===== config.mk =====
export PLATFORM = sky130hd
export DESIGN_NAME = graph_edit_distance_by_permutation_core
export DESIGN_NICKNAME = d
export VERILOG_FILES = /design/src/design/ged_pkg.sv /design/src/design/ged_ctrl.sv /design/src/design/ged_dp.sv /design/src/design/graph_edit_distance_by_permutation_core.sv
export SDC_FILE = /design/constraint.sdc
export NUM_CORES = 2
export LEC_CHECK = 0
export ABC_AREA = 1
export BUFFER_PORTS_ARGS = -buffer_cell sky130_fd_sc_hd__clkbuf_2
export CORE_MARGIN = 2
export CORE_UTILIZATION = 45
export DETAILED_ROUTE_END_ITERATION = 12
export SLEW_MARGIN = 40
export SYNTH_ARGS = -nofsm -noshare
export SYNTH_HDL_FRONTEND = slang
export SYNTH_SLANG_ARGS = --single-unit

===== constraint.sdc =====
create_clock -name clk -period 25.5 [get_ports clk]
set_input_delay 7.65 -clock clk [delete_from_list [all_inputs] [get_ports clk]]
set_output_delay 7.65 -clock clk [all_outputs]
set_load 0.05 [all_outputs]

===== src/design/ged_pkg.sv =====
// ----------------------------------------------------------------------------
// Graph edit distance package
// Sizes, types and codes shared by the controller and the datapath.
// ----------------------------------------------------------------------------
package ged_pkg;

  localparam int MAX_NODES = 8;
  localparam int IDX_W     = $clog2(MAX_NODES);
  localparam int CNT_W     = $clog2(MAX_NODES + 1);
  localparam int ADDR_W    = 2 * IDX_W;
  localparam int MEM_DEPTH = 1 << ADDR_W;
  localparam int ACC_W     = 16 + 2 * IDX_W;
  localparam int PROD_W    = ACC_W + 8 + 1;
  localparam int SUM_W     = (PROD_W > 32) ? PROD_W : 33;

  typedef logic [MAX_NODES-1:0][IDX_W-1:0] perm_t;

  typedef enum logic [2:0] {
    REG_A_SIZE     = 3'd0,
    REG_B_SIZE     = 3'd1,
    REG_ITER_LIMIT = 3'd2,
    REG_EDGE_WT    = 3'd3,
    REG_RELABEL    = 3'd4
  } cfg_reg_t;

  typedef enum logic [2:0] {
    ST_IDLE,
    ST_START,
    ST_EVAL,
    ST_DRAIN,
    ST_TOTAL,
    ST_UPDATE,
    ST_OUT
  } state_t;

  typedef struct packed {
    logic load;
    logic start;
    logic issue;
    logic total;
    logic update;
    logic advance;
    logic publish;
  } cmd_t;

  typedef struct packed {
    logic last_pair;
    logic iter_done;
    logic perm_wrap;
    logic out_free;
  } sts_t;

endpackage


===== src/design/ged_ctrl.sv =====
// ----------------------------------------------------------------------------
// Graph edit distance controller
// Sequences entry loading, the per-permutation cost walk and result hand-off.
// ----------------------------------------------------------------------------
module ged_ctrl import ged_pkg::*; (
  input  logic clk,
  input  logic rst_n,
  input  logic in_valid,
  input  logic in_last_entry,
  input  sts_t sts,
  output logic in_stall,
  output cmd_t cmd
);

  state_t state_r, state_nxt;

  always_ff @(posedge clk) begin
    if (!rst_n) begin
      state_r <= ST_IDLE;
    end else begin
      state_r <= state_nxt;
    end
  end

  always_comb begin
    state_nxt = state_r;
    cmd       = '0;
    in_stall  = 1'b1;
    case (state_r)
      ST_IDLE: begin
        in_stall = 1'b0;
        cmd.load = in_valid;
        if (in_valid && in_last_entry) begin
          state_nxt = ST_START;
        end
      end
      ST_START: begin
        cmd.start = 1'b1;
        state_nxt = ST_EVAL;
      end
      ST_EVAL: begin
        cmd.issue = 1'b1;
        if (sts.last_pair) begin
          state_nxt = ST_DRAIN;
        end
      end
      ST_DRAIN: begin
        state_nxt = ST_TOTAL;
      end
      ST_TOTAL: begin
        cmd.total = 1'b1;
        state_nxt = ST_UPDATE;
      end
      ST_UPDATE: begin
        cmd.update = 1'b1;
        if (sts.iter_done || sts.perm_wrap) begin
          state_nxt = ST_OUT;
        end else begin
          cmd.advance = 1'b1;
          state_nxt   = ST_EVAL;
        end
      end
      ST_OUT: begin
        if (sts.out_free) begin
          cmd.publish = 1'b1;
          state_nxt   = ST_IDLE;
        end
      end
      default: begin
        state_nxt = ST_IDLE;
      end
    endcase
  end

endmodule


===== src/design/ged_dp.sv =====
// ----------------------------------------------------------------------------
// Graph edit distance datapath
// Matrix stores, permutation register, cost accumulator and result register.
// ----------------------------------------------------------------------------
module ged_dp import ged_pkg::*; (
  input  logic        clk,
  input  logic        rst_n,
  input  logic [2:0]  in_row,
  input  logic [2:0]  in_col,
  input  logic [15:0] in_a_value,
  input  logic [15:0] in_b_value,
  input  logic        cfg_valid,
  input  logic [2:0]  cfg_index,
  input  logic [15:0] cfg_data,
  output logic        cfg_ready,
  input  cmd_t        cmd,
  output sts_t        sts,
  input  logic        out_stall,
  output logic        out_valid,
  output logic [31:0] out_distance
);

  logic [3:0]  a_size_r, b_size_r;
  logic [15:0] iter_limit_r;
  logic [7:0]  edge_wt_r, relabel_r;

  logic [CNT_W-1:0] an_r, bn_r, n_r, an_nxt, bn_nxt;
  logic [IDX_W-1:0] i_r, j_r, nm1;
  perm_t            perm_r, perm_adv, perm_swp;
  logic [IDX_W-1:0] piv, pv, sw;
  logic             found;
  logic [15:0]      iter_r;

  logic [15:0] mem_a [MEM_DEPTH];
  logic [15:0] mem_b [MEM_DEPTH];
  logic [15:0] a_rd_r, b_rd_r;
  logic        a_out_r, b_out_r, vld1_r;
  logic        wr_ok;
  logic [ADDR_W-1:0] wr_addr, rd_a_addr, rd_b_addr;

  logic [15:0]      x_val, y_val, abs_d;
  logic [ACC_W-1:0] acc_r, acc_nxt;
  logic [CNT_W-1:0] moved;
  logic [PROD_W-1:0] wt_prod;
  logic [CNT_W+7:0] rl_prod;
  logic [SUM_W-1:0] sum;
  logic [31:0]      total_r, best_r;
  logic             best_valid_r;
  logic             out_valid_r;
  logic [31:0]      out_dist_r;

  function automatic logic [CNT_W-1:0] clamp_size(input logic [3:0] s);
    logic [CNT_W-1:0] c;
    if (s == 4'd0) begin
      c = CNT_W'(1);
    end else if (int'(s) > MAX_NODES) begin
      c = CNT_W'(MAX_NODES);
    end else begin
      c = CNT_W'(s);
    end
    return c;
  endfunction

  assign cfg_ready = 1'b1;

  always_ff @(posedge clk) begin
    if (!rst_n) begin
      a_size_r     <= 4'd8;
      b_size_r     <= 4'd8;
      iter_limit_r <= 16'd300;
      edge_wt_r    <= 8'd1;
      relabel_r    <= 8'd0;
    end else if (cfg_valid) begin
      case (cfg_reg_t'(cfg_index))
        REG_A_SIZE:     a_size_r     <= cfg_data[3:0];
        REG_B_SIZE:     b_size_r     <= cfg_data[3:0];
        REG_ITER_LIMIT: iter_limit_r <= cfg_data;
        REG_EDGE_WT:    edge_wt_r    <= cfg_data[7:0];
        REG_RELABEL:    relabel_r    <= cfg_data[7:0];
        default: ;
      endcase
    end
  end

  assign an_nxt = clamp_size(a_size_r);
  assign bn_nxt = clamp_size(b_size_r);

  // Entry store and registered reads.
  assign wr_ok     = (int'(in_row) < MAX_NODES) && (int'(in_col) < MAX_NODES);
  assign wr_addr   = {IDX_W'(in_row), IDX_W'(in_col)};
  assign rd_a_addr = {perm_r[i_r], perm_r[j_r]};
  assign rd_b_addr = {i_r, j_r};

  always_ff @(posedge clk) begin
    if (cmd.load && wr_ok) begin
      mem_a[wr_addr] <= in_a_value;
      mem_b[wr_addr] <= in_b_value;
    end
    if (cmd.issue) begin
      a_rd_r  <= mem_a[rd_a_addr];
      b_rd_r  <= mem_b[rd_b_addr];
      a_out_r <= (CNT_W'(perm_r[i_r]) >= an_r) || (CNT_W'(perm_r[j_r]) >= an_r);
      b_out_r <= (CNT_W'(i_r) >= bn_r) || (CNT_W'(j_r) >= bn_r);
    end
  end

  // Sizes, walk counters and iteration budget.
  assign nm1 = IDX_W'(n_r - CNT_W'(1));

  always_ff @(posedge clk) begin
    if (!rst_n) begin
      an_r   <= '0;
      bn_r   <= '0;
      n_r    <= '0;
      i_r    <= '0;
      j_r    <= '0;
      iter_r <= '0;
      vld1_r <= 1'b0;
    end else begin
      vld1_r <= cmd.issue;
      if (cmd.start) begin
        an_r   <= an_nxt;
        bn_r   <= bn_nxt;
        n_r    <= (an_nxt > bn_nxt) ? an_nxt : bn_nxt;
        iter_r <= (iter_limit_r == 16'd0) ? 16'd1 : iter_limit_r;
      end else if (cmd.update) begin
        iter_r <= iter_r - 16'd1;
      end
      if (cmd.start || cmd.advance) begin
        i_r <= '0;
        j_r <= '0;
      end else if (cmd.issue) begin
        if (j_r == nm1) begin
          j_r <= '0;
          i_r <= i_r + 1'b1;
        end else begin
          j_r <= j_r + 1'b1;
        end
      end
    end
  end

  // Lexicographic successor of the current permutation over n entries.
  always_comb begin
    piv   = '0;
    found = 1'b0;
    for (int k = 1; k < MAX_NODES; k++) begin
      if (k < int'(n_r) && perm_r[k-1] < perm_r[k]) begin
        piv   = IDX_W'(k);
        found = 1'b1;
      end
    end
    pv = piv - 1'b1;
    sw = '0;
    for (int k = 0; k < MAX_NODES; k++) begin
      if (k < int'(n_r) && k > int'(pv) && perm_r[k] > perm_r[pv]) begin
        sw = IDX_W'(k);
      end
    end
    perm_swp     = perm_r;
    perm_swp[pv] = perm_r[sw];
    perm_swp[sw] = perm_r[pv];
    perm_adv     = perm_swp;
    for (int k = 0; k < MAX_NODES; k++) begin
      if (k >= int'(piv) && k < int'(n_r)) begin
        perm_adv[k] = perm_swp[IDX_W'(int'(piv) + int'(n_r) - 1 - k)];
      end
    end
  end

  always_ff @(posedge clk) begin
    if (!rst_n || cmd.start) begin
      for (int k = 0; k < MAX_NODES; k++) begin
        perm_r[k] <= IDX_W'(k);
      end
    end else if (cmd.advance) begin
      perm_r <= perm_adv;
    end
  end

  // Absolute difference accumulation.
  assign x_val = a_out_r ? 16'd0 : a_rd_r;
  assign y_val = b_out_r ? 16'd0 : b_rd_r;
  assign abs_d = (x_val > y_val) ? (x_val - y_val) : (y_val - x_val);

  always_comb begin
    acc_nxt = acc_r;
    if (cmd.start || cmd.advance) begin
      acc_nxt = '0;
    end else if (vld1_r) begin
      acc_nxt = acc_r + ACC_W'(abs_d);
    end
  end

  always_ff @(posedge clk) begin
    acc_r <= acc_nxt;
  end

  // Weighted total, saturated to 32 bits.
  always_comb begin
    moved = '0;
    for (int k = 0; k < MAX_NODES; k++) begin
      if (k < int'(n_r) && int'(perm_r[k]) != k) begin
        moved = moved + 1'b1;
      end
    end
  end

  assign wt_prod = PROD_W'(acc_r) * PROD_W'(edge_wt_r);
  assign rl_prod = (CNT_W+8)'(moved) * (CNT_W+8)'(relabel_r);
  assign sum     = SUM_W'(wt_prod) + SUM_W'(rl_prod);

  always_ff @(posedge clk) begin
    if (cmd.total) begin
      total_r <= (|sum[SUM_W-1:32]) ? 32'hFFFF_FFFF : sum[31:0];
    end
  end

  always_ff @(posedge clk) begin
    if (!rst_n || cmd.start) begin
      best_valid_r <= 1'b0;
      best_r       <= '0;
    end else if (cmd.update) begin
      best_valid_r <= 1'b1;
      if (!best_valid_r || total_r < best_r) begin
        best_r <= total_r;
      end
    end
  end

  // Result register.
  always_ff @(posedge clk) begin
    if (!rst_n) begin
      out_valid_r <= 1'b0;
    end else if (cmd.publish) begin
      out_valid_r <= 1'b1;
    end else if (!out_stall) begin
      out_valid_r <= 1'b0;
    end
    if (cmd.publish) begin
      out_dist_r <= best_r;
    end
  end

  assign out_valid    = out_valid_r;
  assign out_distance = out_dist_r;

  assign sts.last_pair = (i_r == nm1) && (j_r == nm1);
  assign sts.iter_done = (iter_r == 16'd1);
  assign sts.perm_wrap = !found;
  assign sts.out_free  = !out_valid_r || !out_stall;

endmodule


===== src/design/graph_edit_distance_by_permutation_core.sv =====
// ----------------------------------------------------------------------------
// Graph edit distance by permutation search, top level
// Entries load one per cycle while idle (in_stall low); the last entry starts a search
// of up to the iteration limit of permutations (n*n reads each), ending if they wrap.
// Synchronous active-low reset restores register defaults; stores are unset.
// ----------------------------------------------------------------------------
module graph_edit_distance_by_permutation_core import ged_pkg::*; (
  input  logic        clk,
  input  logic        rst_n,
  input  logic        in_valid,
  output logic        in_stall,
  input  logic [2:0]  in_row,
  input  logic [2:0]  in_col,
  input  logic [15:0] in_a_value,
  input  logic [15:0] in_b_value,
  input  logic        in_last_entry,
  output logic        out_valid,
  input  logic        out_stall,
  output logic [31:0] out_distance,
  input  logic        cfg_valid,
  output logic        cfg_ready,
  input  logic [2:0]  cfg_index,
  input  logic [15:0] cfg_data
);

  cmd_t cmd;
  sts_t sts;

  ged_ctrl u_ctrl (
    .clk           (clk),
    .rst_n         (rst_n),
    .in_valid      (in_valid),
    .in_last_entry (in_last_entry),
    .sts           (sts),
    .in_stall      (in_stall),
    .cmd           (cmd)
  );

  ged_dp u_dp (
    .clk          (clk),
    .rst_n        (rst_n),
    .in_row       (in_row),
    .in_col       (in_col),
    .in_a_value   (in_a_value),
    .in_b_value   (in_b_value),
    .cfg_valid    (cfg_valid),
    .cfg_index    (cfg_index),
    .cfg_data     (cfg_data),
    .cfg_ready    (cfg_ready),
    .cmd          (cmd),
    .sts          (sts),
    .out_stall    (out_stall),
    .out_valid    (out_valid),
    .out_distance (out_distance)
  );

endmodule


==> insert_results.sql <==
INSERT INTO impl_metrics (metric_group, metric, value, unit) VALUES
('clock_network', 'cts_hold_repair.buffers', '0', ''),
('critical_path', 'worst_r2r_path_depth', '46', ''),
('critical_path', 'endpoint_kind', 'register', ''),
('global_route', 'vias_in_the_first_global_route', '68700', ''),
('timing', 'fmaxAchievable', '97.4', 'MHz'),
('yosys', 'mappedNetlistArea', '103000', 'um^2'),
('route', 'postRouteAntennaNets', '0', ''),
('yosys', 'synth_area_per_cell', '11.7', 'um^2'),
('power', 'power.density_cell_area', '110', 'nW/um^2'),
('critical_path', 'r2r_slack', '15.24', 'ns'),
('timing', 'grt_setup_unrepaired', 'false', ''),
('timing', 'final.min_clock_period', '10.26', 'ns'),
('floorplan', 'initial_standard_cell_utilization_of_the_core', '0.453', ''),
('clock_network', 'clock_sinks', '2301', ''),
('yosys', 'synth_nets', '9286', ''),
('placed_design', 'place.port_buffers', '95', ''),
('critical_path', 'critPathRequiredTime', '26.07', 'ns'),
('floorplan', 'core_area', '227000', 'um^2'),
('clock_network', 'cts_inserted_buffers', '229', ''),
('critical_path', 'timing.rr.start', 'u_dp.n_r[3]', ''),
('critical_path', 'cp_common_cell', 'sky130_fd_sc_hd__nand2_1', ''),
('power', 'cellLeakagePower', '40.7', 'nW'),
('clock_network', 'h-tree-depth', '4', ''),
('timing', 'clock_skew', '0.0771', 'ns'),
('route', 'detail_routed_via_count_per_cell', '5.94', ''),
('cells_and_area', 'area_of_the_multi_input_gates', '32100', 'um^2'),
('clock_network', 'clk_pin_slew', '0.05', 'ns'),
('timing', 'setup-tns-final', '0', 'ns'),
('status', 'status', 'complete, no violations', ''),
('placed_design', 'place_congestion', '0.912', ''),
('cells_and_area', 'fill_cells', '19500', ''),
('power', 'switchingPower', '5.07', 'mW'),
('yosys', 'yosysWarningCount', '0', ''),
('power', 'comb_power_share', '0.388', ''),
('flow_run', 'cap_violations', '0', ''),
('global_route', 'grt_pass1_wl', '453', 'mm'),
('global_route', 'grt_max_degree', '192', ''),
('floorplan', 'rows', '175', ''),
('critical_path', 'r2r-end', 'u_dp.total_r[30]', ''),
('clock_network', 'cts_tree', 'done', ''),
('hold_path', 'worstHoldPathType', 'reg2reg', ''),
('route', 'initialDrtViolationCount', '9134', ''),
('floorplan', 'fp.dieH', '483', 'um'),
('route', 'detail_route.wl_per_cell', '25.7', 'um'),
('route', 'firstDrtPassIters', '6', ''),
('hold_path', 'hold_path_depth', '0', ''),
('floorplan', 'die-area', '233000', 'um^2'),
('power', 'seq_power_share', '0.339', ''),
('global_route', 'globalRoute.totalOverflow', '0', ''),
('critical_path', 'worstSetupPathType', 'reg2reg', ''),
('cells_and_area', 'design.final.nets', '9268', ''),
('placed_design', 'detailed_place_hpwl', '185', 'mm'),
('power', 'final_total_pwr', '12.7', 'mW'),
('global_route', 'grt_antenna_before_repair', '19', ''),
('clock_network', 'clk_latency', '0.91', 'ns'),
('clock_network', 'post_cts_resize_count', '0', ''),
('yosys', 'yosysUniqueCellTypes', '68', ''),
('critical_path', 'crit_path_start_kind', 'register', ''),
('critical_path', 'cp_slowest_stage_delay', '0.64', 'ns'),
('cells_and_area', 'layout-drive-gt1-share', '0.0918', ''),
('clock_network', 'cts_buffer_depth', '3', ''),
('yosys', 'synth_sequential_area_ratio', '0.655', ''),
('cells_and_area', 'post-route-cell-area', '116000', 'um^2'),
('power', 'power.switching_fraction', '0.398', ''),
('power', 'intPower', '7.68', 'mW'),
('hold_path', 'hold_path_startpoint', 'u_dp.best_r[21]', ''),
('clock_network', 'post-cts-setup-buffer-count', '0', ''),
('timing', 'final-max-slew-violation-count', '0', ''),
('route', 'remaining_drc_errors', '0', ''),
('critical_path', 'arrival_worst_endpoint', '10.83', 'ns'),
('timing', 'hold_viol_final', '0', '');
[metal layers]
metal / track usage / vias up / part of all wire
met1: 0.358 / 35800 / 0.41
met4: 0.100 / 2 / 0.040
met5: 0 / - / 0.000042
met2: 0.413 / 3115 / 0.46
met3: 0.0486 / 523 / 0.086
li1: - / 32000 / -
[metrics by stage]
stage                     cells  worst slack (ns)  hold slack (ns)  utilization
after floorplan            8822             15.47            0.408            -
after global placement    11500             14.30            0.415        0.470
after global routing      12000             14.46            0.438        0.510
after CTS                 12000             14.99            0.430        0.510
final                     12000             15.24            0.430        0.510
after detailed placement  11600             14.79            0.416        0.475
[how the worst max path moves through the flow]
stage | cells after the start | slack (ns) | from | to
final | 46 | 15.24 | u_dp.n_r[3] | u_dp.total_r[30]
after global routing | 47 | 14.46 | u_dp.n_r[0] | u_dp.total_r[30]
after CTS | 43 | 14.99 | u_dp.perm_r[3] | u_dp.total_r[30]
after detailed placement | 8 | 14.79 | in_valid | u_dp.mem_a[37][14]
after global placement | 7 | 14.30 | in_valid | u_dp.mem_b[52][5]
after floorplan | 6 | 15.47 | in_valid | u_dp.mem_a[12][0]
[critical path: cells and delay by family (launching register included)]
| kind | cells | cell delay (ns) |
|---|---|---|
| compound gates | 19 | 3.75 |
| xor+xnor | 1 | 0.16 |
| buf+inv | 6 | 0.53 |
| flops | 1 | 0.64 |
| simple gates | 10 | 0.96 |
| fa+ha+maj | 10 | 3.94 |
[power groups by stage]
stage               logic (mW)  clock network [mW]  registers [mW]
finish                    4.94                3.49            4.32
global route              5.43                3.68            4.33
CTS                       4.86                3.54            4.32
detailed placement        4.84                   0            4.40
global placement          4.80                   0            4.40
floorplan                 3.43                   0            4.34
[flip-flops by register name, summed over array words and instances (netlist names), 4 cells and up]
| signal | cells |
|---|---|
| u_dp.mem_a | 1024 |
| u_dp.mem_b | 1024 |
| u_dp.best_r | 31 |
| u_dp.out_distance | 31 |
| u_dp.total_r | 31 |
| u_dp.perm_r | 24 |
| u_dp.acc_r | 22 |
| u_dp.a_rd_r | 16 |
| u_dp.b_rd_r | 16 |
| u_dp.iter_limit_r | 16 |
| u_dp.iter_r | 16 |
| u_dp.edge_wt_r | 8 |
| u_dp.relabel_r | 8 |
| u_dp.a_size_r | 4 |
| u_dp.an_r | 4 |
| u_dp.b_size_r | 4 |
| u_dp.bn_r | 4 |
| u_dp.n_r | 4 |
[cells in the final DEF (no fill, tap or decap), types with 22 or more instances in the layout]
cell                           n
sky130_fd_sc_hd__a21oi_1     261
sky130_fd_sc_hd__buf_4       118
sky130_fd_sc_hd__buf_6        26
sky130_fd_sc_hd__buf_8        24
sky130_fd_sc_hd__bufinv_16    33
sky130_fd_sc_hd__clkbuf_1     39
sky130_fd_sc_hd__clkbuf_16   231
sky130_fd_sc_hd__clkbuf_2     75
sky130_fd_sc_hd__clkinv_1     58
sky130_fd_sc_hd__clkinv_2     42
sky130_fd_sc_hd__dfxtp_1     147
sky130_fd_sc_hd__edfxtp_1   2144
sky130_fd_sc_hd__fa_1        154
sky130_fd_sc_hd__ha_1        247
sky130_fd_sc_hd__inv_1       527
sky130_fd_sc_hd__nand2_1     609
sky130_fd_sc_hd__nand2_2      22
sky130_fd_sc_hd__nand3_1     334
sky130_fd_sc_hd__nand3_2      25
sky130_fd_sc_hd__nor2_1     1347
sky130_fd_sc_hd__nor2_4       73
sky130_fd_sc_hd__o211ai_1    157
sky130_fd_sc_hd__o21ai_0    1339
sky130_fd_sc_hd__o221ai_1    160
sky130_fd_sc_hd__o22ai_1     411
sky130_fd_sc_hd__xnor2_1      28
sky130_fd_sc_hd__xor2_1       53
[Yosys cell counts (all sizes together)]
cell	n	share of area
edfxtp	2144	0.62
nor2	1429	0.053
o21ai	1352	0.066
nand2	647	0.025
inv	548	0.020
clkbuf	503	0.018
o22ai	411	0.025
nand3	360	0.018
a21oi	265	0.013
ha	247	0.030
o221ai	165	0.014
dfxtp	157	0.030
o211ai	157	0.011
fa	154	0.030
xor2	54	0.0047
buf	30	0.0014
xnor2	28	0.0024
nand4	21	0.0014
a211oi	15	0.0011
a31oi	15	0.00091
nor3	13	0.00068
o32ai	12	0.0010
a21boi	10	0.00084
o311ai	9	0.00076
a21o	8	0.00058
a221oi	8	0.00068
clkinv	7	0.00025
nor4	7	0.00049
o31ai	7	0.00051
o21bai	6	0.00044
o21a	5	0.00036
or2	5	0.00030
a221o	3	0.00029
a311oi	3	0.00025
and3	3	0.00018
a22oi	2	0.00015
conb	2	0.000073
mux2i	2	0.00019
nand3b	2	0.00027
o2111ai	2	0.00017
a22o	1	0.000085
and2	1	0.000061
nor3b	1	0.000073
or4	1	0.000073
[kinds of logic (layout without fill, tap and decap cells)]
group           count (synthesis)  count (layout)  synth area share
simple gates                 2490            2490             0.100
compound gates               2456            2456             0.138
flops                        2301            2301             0.655
buf+inv                      1088            1268            0.0400
fa+ha+maj                     401             401            0.0599
xor+xnor                       82              82           0.00704
other cells                     2               7         0.0000729
mux                             2               2          0.000194
[final cells by class]
| class | count | share of cell area |
|---|---|---|
| antenna | 5 | 0.000108 |
| clock buffer | 274 | 0.0515 |
| clock inverter | 155 | 0.0158 |
| inverter | 555 | 0.0183 |
| multi-input combinational | 5433 | 0.276 |
| sequential | 2301 | 0.582 |
| tap | 3009 | 0.0324 |
| timing repair buffer | 284 | 0.0240 |
Note: power is estimated with default switching activity, not from simulation.
